**src/rtl/oale_pkg.sv**
```systemverilog
// Shared types, operation and status codes for the ordered array list engine.
`default_nettype none

package oale_pkg;

	localparam int CAPACITY_DEF = 16;

	localparam int OP_W     = 3;
	localparam int POS_W    = 5;
	localparam int STATUS_W = 3;
	localparam int FPOS_W   = 4;
	localparam int COUNT_W  = 5;

	localparam logic [OP_W-1:0] OP_APPEND    = 3'd0;
	localparam logic [OP_W-1:0] OP_INSERT    = 3'd1;
	localparam logic [OP_W-1:0] OP_FIND      = 3'd2;
	localparam logic [OP_W-1:0] OP_DEL_NAME  = 3'd3;
	localparam logic [OP_W-1:0] OP_DEL_AT    = 3'd4;
	localparam logic [OP_W-1:0] OP_OVERWRITE = 3'd5;

	localparam logic [STATUS_W-1:0] ST_OK        = 3'd0;
	localparam logic [STATUS_W-1:0] ST_EMPTY     = 3'd1;
	localparam logic [STATUS_W-1:0] ST_FULL      = 3'd2;
	localparam logic [STATUS_W-1:0] ST_NOT_FOUND = 3'd3;
	localparam logic [STATUS_W-1:0] ST_BAD_POS   = 3'd4;

	typedef struct packed {
		logic [31:0]        score_word;
		logic signed [31:0] record_id;
		logic [31:0]        key_high;
		logic [63:0]        key_mid;
		logic [63:0]        key_low;
	} rec_t;

	typedef struct packed {
		logic               is_full;
		logic               is_empty;
		logic [COUNT_W-1:0] entry_count;
		logic [FPOS_W-1:0]  found_position;
		logic               found;
		logic [STATUS_W-1:0] status;
	} res_t;

endpackage

`default_nettype wire

```
**src/rtl/oale_store.sv**
```systemverilog
// Record memory: one write port, one read port with registered read data.
`default_nettype none

module oale_store #(
	parameter int CAPACITY = oale_pkg::CAPACITY_DEF,
	localparam int AW = $clog2(CAPACITY)
) (
	input  wire logic          clk,
	input  wire logic          we,
	input  wire logic [AW-1:0] waddr,
	input  wire oale_pkg::rec_t wdata,
	input  wire logic [AW-1:0] raddr,
	output oale_pkg::rec_t     rdata
);
	import oale_pkg::*;

	rec_t mem [CAPACITY];

	always_ff @(posedge clk) begin
		if (we) begin
			mem[waddr] <= wdata;
		end
	end

	always_ff @(posedge clk) begin
		rdata <= mem[raddr];
	end

endmodule

`default_nettype wire

```
**src/rtl/oale_seq.sv**
```systemverilog
// Operation sequencer: record count, scan and shift passes over the record memory.
`default_nettype none

module oale_seq #(
	parameter int CAPACITY = oale_pkg::CAPACITY_DEF,
	localparam int AW = $clog2(CAPACITY)
) (
	input  wire logic                         clk,
	input  wire logic                         arst_n,
	input  wire logic                         in_valid,
	output logic                              in_ready,
	input  wire logic [oale_pkg::OP_W-1:0]    op_in,
	input  wire logic [oale_pkg::POS_W-1:0]   pos_in,
	input  wire oale_pkg::rec_t               rec_in,
	output logic                              res_valid,
	input  wire logic                         res_ready,
	output oale_pkg::res_t                    res,
	output logic                              mem_we,
	output logic [AW-1:0]                     mem_waddr,
	output oale_pkg::rec_t                    mem_wdata,
	output logic [AW-1:0]                     mem_raddr,
	input  wire oale_pkg::rec_t               mem_rdata
);
	import oale_pkg::*;

	localparam int CW = $clog2(CAPACITY + 1);
	localparam int WW = (CW > POS_W) ? CW : POS_W;

	localparam logic [2:0] S_IDLE = 3'd0;
	localparam logic [2:0] S_SCAN = 3'd1;
	localparam logic [2:0] S_SHDN = 3'd2;
	localparam logic [2:0] S_SHUP = 3'd3;
	localparam logic [2:0] S_PUT  = 3'd4;
	localparam logic [2:0] S_DONE = 3'd5;

	logic [2:0]          state_q;
	logic [OP_W-1:0]     op_q;
	logic [POS_W-1:0]    pos_q;
	rec_t                rec_q;
	logic [CW-1:0]       count_q;
	logic [CW-1:0]       ptr_q;
	logic                more_q;
	logic                rv_q;
	logic [AW-1:0]       raddr_q;
	logic [AW-1:0]       put_q;
	logic [STATUS_W-1:0] status_q;
	logic                found_q;
	logic [AW-1:0]       where_q;

	logic          full_c;
	logic          empty_c;
	logic [WW-1:0] cnt_w;
	logic [WW-1:0] pos_w;
	logic          hit;
	logic          last;
	logic          rd_en;

	always_comb begin
		full_c  = (count_q == CW'(CAPACITY));
		empty_c = (count_q == '0);
		cnt_w   = WW'(count_q);
		pos_w   = WW'(pos_in);
		hit     = rv_q && (mem_rdata.key_low == rec_q.key_low) &&
			(mem_rdata.key_mid == rec_q.key_mid) && (mem_rdata.key_high == rec_q.key_high);
		last    = rv_q && (CW'(raddr_q) == (count_q - CW'(1)));
	end

	always_comb begin
		unique case (state_q)
			S_SCAN:  rd_en = (ptr_q < count_q) && !hit;
			S_SHDN:  rd_en = (ptr_q < count_q);
			S_SHUP:  rd_en = more_q;
			default: rd_en = 1'b0;
		endcase
	end

	assign mem_raddr = ptr_q[AW-1:0];

	always_comb begin
		mem_we    = 1'b0;
		mem_waddr = put_q;
		mem_wdata = rec_q;
		unique case (state_q)
			S_SHDN: begin
				mem_we    = rv_q;
				mem_waddr = raddr_q - AW'(1);
				mem_wdata = mem_rdata;
			end
			S_SHUP: begin
				mem_we    = rv_q;
				mem_waddr = raddr_q + AW'(1);
				mem_wdata = mem_rdata;
			end
			S_PUT: begin
				mem_we = 1'b1;
			end
			default: begin
				mem_we = 1'b0;
			end
		endcase
	end

	assign in_ready  = (state_q == S_IDLE);
	assign res_valid = (state_q == S_DONE);

	always_comb begin
		res.status         = status_q;
		res.found          = found_q;
		res.found_position = found_q ? FPOS_W'(where_q) : '0;
		res.entry_count    = COUNT_W'(count_q);
		res.is_empty       = empty_c;
		res.is_full        = full_c;
	end

	// read pipeline tracking
	always_ff @(posedge clk or negedge arst_n) begin
		if (!arst_n) begin
			rv_q <= 1'b0;
		end else begin
			rv_q <= rd_en;
		end
	end

	always_ff @(posedge clk) begin
		if (rd_en) begin
			raddr_q <= ptr_q[AW-1:0];
		end
	end

	always_ff @(posedge clk or negedge arst_n) begin
		if (!arst_n) begin
			state_q <= S_IDLE;
			count_q <= '0;
			more_q  <= 1'b0;
		end else begin
			unique case (state_q)
				S_IDLE: begin
					if (in_valid) begin
						op_q     <= op_in;
						pos_q    <= pos_in;
						rec_q    <= rec_in;
						status_q <= ST_OK;
						found_q  <= 1'b0;
						where_q  <= '0;
						unique case (op_in)
							OP_APPEND: begin
								if (full_c) begin
									status_q <= ST_FULL;
									state_q  <= S_DONE;
								end else begin
									put_q   <= count_q[AW-1:0];
									state_q <= S_PUT;
								end
							end
							OP_INSERT: begin
								if (full_c) begin
									status_q <= ST_FULL;
									state_q  <= S_DONE;
								end else if (pos_w > cnt_w) begin
									status_q <= ST_BAD_POS;
									state_q  <= S_DONE;
								end else if (pos_w == cnt_w) begin
									put_q   <= count_q[AW-1:0];
									state_q <= S_PUT;
								end else begin
									ptr_q   <= count_q - CW'(1);
									more_q  <= 1'b1;
									state_q <= S_SHUP;
								end
							end
							OP_FIND, OP_DEL_NAME: begin
								if (empty_c) begin
									if (op_in == OP_DEL_NAME) begin
										status_q <= ST_EMPTY;
									end
									state_q <= S_DONE;
								end else begin
									ptr_q   <= '0;
									state_q <= S_SCAN;
								end
							end
							OP_DEL_AT: begin
								if (empty_c) begin
									status_q <= ST_EMPTY;
									state_q  <= S_DONE;
								end else if (pos_w >= cnt_w) begin
									status_q <= ST_BAD_POS;
									state_q  <= S_DONE;
								end else begin
									ptr_q   <= CW'(pos_in) + CW'(1);
									state_q <= S_SHDN;
								end
							end
							OP_OVERWRITE: begin
								if (empty_c) begin
									status_q <= ST_EMPTY;
									state_q  <= S_DONE;
								end else if (pos_w >= cnt_w) begin
									status_q <= ST_BAD_POS;
									state_q  <= S_DONE;
								end else begin
									put_q   <= AW'(pos_in);
									state_q <= S_PUT;
								end
							end
							default: begin
								state_q <= S_DONE;
							end
						endcase
					end
				end
				S_SCAN: begin
					if (hit) begin
						if (op_q == OP_FIND) begin
							found_q <= 1'b1;
							where_q <= raddr_q;
							state_q <= S_DONE;
						end else begin
							// close the gap from the slot after the match
							ptr_q   <= CW'(raddr_q) + CW'(1);
							state_q <= S_SHDN;
						end
					end else if (last) begin
						if (op_q == OP_DEL_NAME) begin
							status_q <= ST_NOT_FOUND;
						end
						state_q <= S_DONE;
					end else if (rd_en) begin
						ptr_q <= ptr_q + CW'(1);
					end
				end
				S_SHDN: begin
					if (last || (!rv_q && (ptr_q >= count_q))) begin
						count_q <= count_q - CW'(1);
						state_q <= S_DONE;
					end else if (rd_en) begin
						ptr_q <= ptr_q + CW'(1);
					end
				end
				S_SHUP: begin
					if (rd_en) begin
						if (ptr_q == CW'(pos_q)) begin
							more_q <= 1'b0;
						end else begin
							ptr_q <= ptr_q - CW'(1);
						end
					end
					if (rv_q && (raddr_q == AW'(pos_q))) begin
						put_q   <= raddr_q;
						state_q <= S_PUT;
					end
				end
				S_PUT: begin
					if ((op_q == OP_APPEND) || (op_q == OP_INSERT)) begin
						count_q <= count_q + CW'(1);
					end
					state_q <= S_DONE;
				end
				S_DONE: begin
					if (res_ready) begin
						state_q <= S_IDLE;
					end
				end
				default: begin
					state_q <= S_IDLE;
				end
			endcase
		end
	end

endmodule

`default_nettype wire

```
**src/rtl/ordered_array_list_engine.sv**
```systemverilog
// Top level of the ordered array list engine: stream ports, sequencer, memory, output register.
//
//  channel | dir | handshake          | word
//  --------+-----+--------------------+-----------------------------------------------
//  s_*     | in  | s_tvalid/s_tready  | one operation on the list (tuser op, tdata args)
//  m_*     | out | m_tvalid/m_tready  | one result word per operation
//
// Sequencing: one operation is in work at a time; append and overwrite write their record
// in the put state before the result, and a rejected or ignored operation goes straight
// to the result. Find reads one record per cycle through the single memory read port.
// Insert and delete copy one record per cycle (read one slot, write its neighbor); a delete
// by name shifts only the records after its match. Worst case is a delete by name on a full
// list. Reset clears the record count and control state; memory contents need no clearing.
// A finished result sits in the output register while the next word is accepted; the
// sequencer holds its next result until that register drains.
`default_nettype none

module ordered_array_list_engine #(
	parameter int CAPACITY = oale_pkg::CAPACITY_DEF
) (
	input  wire logic         clk,
	input  wire logic         arst_n,
	input  wire logic         s_tvalid,
	output logic              s_tready,
	// operation[2:0]
	input  wire logic [2:0]   s_tuser,
	// position[4:0], key_bytes_low[68:5], key_bytes_mid[132:69], key_bytes_high[164:133],
	// record_id[196:165], score_word[228:197], zero fill[231:229]
	input  wire logic [231:0] s_tdata,
	output logic              m_tvalid,
	input  wire logic         m_tready,
	// status[2:0], found[3], found_position[7:4], entry_count[12:8], is_empty[13],
	// is_full[14], zero fill[15]
	output logic [15:0]       m_tdata
);
	import oale_pkg::*;

	localparam int AW = $clog2(CAPACITY);

	rec_t          rec_in;
	res_t          res;
	logic          res_valid;
	logic          res_ready;
	logic          mem_we;
	logic [AW-1:0] mem_waddr;
	rec_t          mem_wdata;
	logic [AW-1:0] mem_raddr;
	rec_t          mem_rdata;
	logic          out_valid_q;
	res_t          out_q;

	// unpack the argument fields
	always_comb begin
		rec_in.key_low    = s_tdata[68:5];
		rec_in.key_mid    = s_tdata[132:69];
		rec_in.key_high   = s_tdata[164:133];
		rec_in.record_id  = s_tdata[196:165];
		rec_in.score_word = s_tdata[228:197];
	end

	oale_seq #(
		.CAPACITY (CAPACITY)
	) u_seq (
		.clk       (clk),
		.arst_n    (arst_n),
		.in_valid  (s_tvalid),
		.in_ready  (s_tready),
		.op_in     (s_tuser),
		.pos_in    (s_tdata[4:0]),
		.rec_in    (rec_in),
		.res_valid (res_valid),
		.res_ready (res_ready),
		.res       (res),
		.mem_we    (mem_we),
		.mem_waddr (mem_waddr),
		.mem_wdata (mem_wdata),
		.mem_raddr (mem_raddr),
		.mem_rdata (mem_rdata)
	);

	oale_store #(
		.CAPACITY (CAPACITY)
	) u_store (
		.clk   (clk),
		.we    (mem_we),
		.waddr (mem_waddr),
		.wdata (mem_wdata),
		.raddr (mem_raddr),
		.rdata (mem_rdata)
	);

	// the output register takes a new result when empty or being drained
	assign res_ready = !out_valid_q || m_tready;

	always_ff @(posedge clk or negedge arst_n) begin
		if (!arst_n) begin
			out_valid_q <= 1'b0;
		end else if (res_valid && res_ready) begin
			out_valid_q <= 1'b1;
		end else if (m_tready) begin
			out_valid_q <= 1'b0;
		end
	end

	// hold the payload while the sink stalls
	always_ff @(posedge clk) begin
		if (res_valid && res_ready) begin
			out_q <= res;
		end
	end

	assign m_tvalid = out_valid_q;
	assign m_tdata  = {1'b0, out_q};

endmodule

`default_nettype wire
```
**config.mk**
```make
export PLATFORM = sky130hd
export DESIGN_NAME = ordered_array_list_engine
export DESIGN_NICKNAME = d
export VERILOG_FILES = /design/src/rtl/oale_pkg.sv /design/src/rtl/oale_store.sv /design/src/rtl/oale_seq.sv /design/src/rtl/ordered_array_list_engine.sv
export SDC_FILE = /design/constraint.sdc
export NUM_CORES = 2
export LEC_CHECK = 0
export BUFFER_PORTS_ARGS = -buffer_cell sky130_fd_sc_hd__buf_2
export CORE_ASPECT_RATIO = 1.25
export CORE_MARGIN = 2
export CORE_UTILIZATION = 60
export CTS_CLUSTER_DIAMETER = 50
export CTS_CLUSTER_SIZE = 20
export DETAILED_ROUTE_END_ITERATION = 12
export PLACE_DENSITY_LB_ADDON = 0.12
export SLEW_MARGIN = 20
export SYNTH_ARGS = -nofsm -noshare
export SYNTH_HDL_FRONTEND = slang
export SYNTH_SLANG_ARGS = --single-unit
```
**constraint.sdc**
```tcl
create_clock -name clk -period 11.2 [get_ports clk]
set_input_delay 0.56 -clock clk [delete_from_list [all_inputs] [get_ports clk]]
set_output_delay 0.56 -clock clk [all_outputs]
set_load 0.005 [all_outputs]
```
==> run summary <==
status - finished clean
reg-to-reg startpoint - u_seq.state_q[1]$_DFFE_PN0P_
Wirelength per Cell - 33.4 µm
ys flop type - edfxtp_1
Vias per Instance - 6.64
reg2reg path depth - 13
Pwr Total - 19.5 mW
Ports - 257
Syn Inst Count - 5,038
crit-path max FO - 78
R2R setup slack - 5640 ps
initial DRC count - 6,624
#FFs+latches synth - 2,935
Hold Crit Class - in2reg
post-synth cell types - 62
hold endpoint - u_seq.op_q[1]$_DFFE_PP_
detailed placement HPWL - 143,000 µm
worst path required time - 11,660 ps
Max IR drop VDD - 0.000171 V
endpoints failing setup - 0
Worst-Margin Slew - 1190 ps
setup skew after layout - 31.6 ps
clk buf depth - 3
area grow syn2layout - 11.5%
global-route wire length before repair - 383,000 µm
Reg-to-Reg End - u_store.mem[7][132]$_DFFE_PP_
clock root buffer - clkbuf_16
most frequent cell after synthesis - edfxtp_1
Worst Path Arrival - 6020 ps
maximum number of pins on one net before global-route repair - 142
Power Density - 157 nW/µm²
initial antenna violation count - 13
CTS Sinks - 2,935
Clock transition at path regs - 80 ps
hold depth - 1
setup TNS - 0 ps
HP Start - s_tuser[1]
Leak - 30.5 nW
post-route ant nets - 0
Synth area leader - edfxtp_1
Seq/Total Area, Yosys - 0.778
number of global-route vias before repair - 53,300
std cell rows - 176
EDFF count, synth - 2,764
remaining global-route overflow - 0
RSZ-0062 raised after global routing - false
core area - 184,000 µm²
fin. max-slew vios - 0
GRT Resource Usage Total - 0.288
routed vias - 53,500
synthesized area per cell - 22.1 µm²
Final Cycle Share - 0.496
Syn Nets - 5,296
Hold Vio Cnt, Final - 0
Post-synth top cells - 2,764 x edfxtp_1, 800 x mux4_2, 434 x nand2_1
die span in y - 485 µm
Synth area leaders - edfxtp_1 75%, mux4_2 16%, dfxtp_1 2.9%
element type at the critical path end - flip-flop
die width - 389 µm
Nets - 5,749
Routed Wire Length - 269,000 µm
Synth Cell Area - 111,000 µm²
layout cells sized above 1 - 0.259
minimum clock period - 5560 ps
CP startpoint - u_seq.state_q[1]$_DFFE_PN0P_
yosys warns - 0
IO Port Bufs - 188
Slew headroom - 0.197
DR DRC count - 0
initial core utilization - 0.604
H-tree lvl count - 4
asr flop ratio synth - 0.00375
post-synth top area share - 0.746
CTS buffer count - 192
Die ar. - 189,000 µm²
setup bufs post-CTS - 0
MaxCap Viol Count - 0
CP Launch Type - flip-flop
fmax - 180 MHz
CTS tree - done
Clock Latency Late Sink - 860 ps
Pre-antenna DRT Iters - 6
Setup CP Type - reg2reg
gpl congestion - 0.837
-- worst max-delay path, stage by stage (launching register included) --
cell,delay [ps]
dfrtp_1,680
nor2b_4,250
and2_1,400
inv_1,290
ha_1,340
a21o_1,180
a21oi_1,170
xnor2_1,90
nand2_1,80
and2_1,150
nand2_1,230
nor2_4,590
buf_4,900
buf_12,570
-- layer usage --
metal,track usage,part of all wire,vias to the layer above
met5,0,0.000078,-
met4,0.0778,0.027,4
met3,0.0462,0.091,359
met2,0.455,0.49,2642
met1,0.430,0.40,28800
li1,-,-,21700
-- repair_timing --
action	CTS	global route
hold buffers	168	0
endpoints found under the setup margin	0	0
endpoints found under the hold margin	178	0
gates resized for setup	0	0
-- stage by stage --
step                      hold WS, ps  instances  worst slack [ps]   util  area [µm²]
after global placement            408       7530              5690  0.629      116000
after CTS                        35.2       8056              5690  0.674      124000
final                             114       8061              5640  0.674      124000
after detailed placement          413       7531              5720  0.629      116000
after floorplan                   264       5038              1900      -      111000
after global routing             82.7       8059              5390  0.674      124000
-- layout by cell type, fill, tap and decap left out, types with 11 or more instances in the layout --
cell type | Yosys | layout
nand2_1 | 434 | 434
nor2b_1 | 45 | 44
clkinvlp_4 | 0 | 12
o2111ai_1 | 13 | 13
nand2b_1 | 46 | 45
buf_2 | 1 | 189
clkbuf_8 | 0 | 14
o21ai_0 | 76 | 64
xor2_1 | 53 | 52
dfrtp_1 | 11 | 11
ha_1 | 18 | 18
buf_4 | 1 | 119
o22ai_1 | 22 | 22
a21oi_1 | 17 | 17
clkinv_2 | 0 | 17
xnor2_1 | 61 | 61
inv_1 | 70 | 70
buf_12 | 0 | 20
edfxtp_1 | 2764 | 2764
nor2_1 | 36 | 20
inv_6 | 0 | 15
mux4_2 | 800 | 800
dlygate4sd3_1 | 0 | 168
nor2_4 | 0 | 16
clkbuf_1 | 170 | 54
bufinv_16 | 0 | 21
nand3_1 | 12 | 12
dfxtp_1 | 160 | 160
nor4_1 | 23 | 19
clkbuf_16 | 0 | 195
o21ai_1 | 0 | 12
nor3_1 | 14 | 13
nand4_1 | 20 | 20
-- sequential cells by signal, summed over array words and instances, names as in the netlist, 4 cells and up --
register and cells:
m_tdata 15, u_seq.where_q 4, u_seq.raddr_q 4, u_seq.put_q 4
u_seq.cnt_w 5, u_store.mem 2560, u_seq.rec_q 160, u_seq.ptr_q 5
u_seq.pos_q 5, u_store.rdata 160
-- final cells by class --
type,count,area (µm²)
Antenna cell,4,10.0
Clock buffer,263,5280
Clock inverter,94,1290
Sequential cell,2935,86500
Inverter,72,270
Fill cell,11600,60100
Multi-Input combinational cell,1793,23800
Tap cell,2403,3010
Timing Repair Buffer,497,3930
-- kinds of logic (layout without fill, tap and decap cells) --
kind of cell / after synthesis / in the layout / share of synthesized area
flops: 2935 / 2935 / 0.778
mux: 806 / 806 / 0.163
simple gates: 659 / 659 / 0.0263
buf+inv: 310 / 926 / 0.0105
compound gates: 194 / 194 / 0.0119
xor+xnor: 114 / 114 / 0.00898
fa+ha+maj: 19 / 19 / 0.00220
other cells: 1 / 5 / 0.0000337
-- where the power goes --
part	internal (mW)	total [mW]	switching, mW
Combinational	0.0645	0.107	0.0428
Clock	3.87	7.57	3.69
Sequential	11.8	11.8	0.00000000000000000513
-- worst max-delay path by stage --
stage                                         end  slack, ps  depth (start not counted)
detailed placement  u_store.mem[7][131]$_DFFE_PP_       5720                         13
finish              u_store.mem[7][132]$_DFFE_PP_       5640                         13
floorplan             u_store.mem[5][0]$_DFFE_PP_       1900                         11
global route        u_store.mem[7][152]$_DFFE_PP_       5390                         13
global placement    u_store.mem[7][149]$_DFFE_PP_       5690                         13
CTS                 u_store.mem[7][152]$_DFFE_PP_       5690                         13
(Power assumes the default switching activity.)
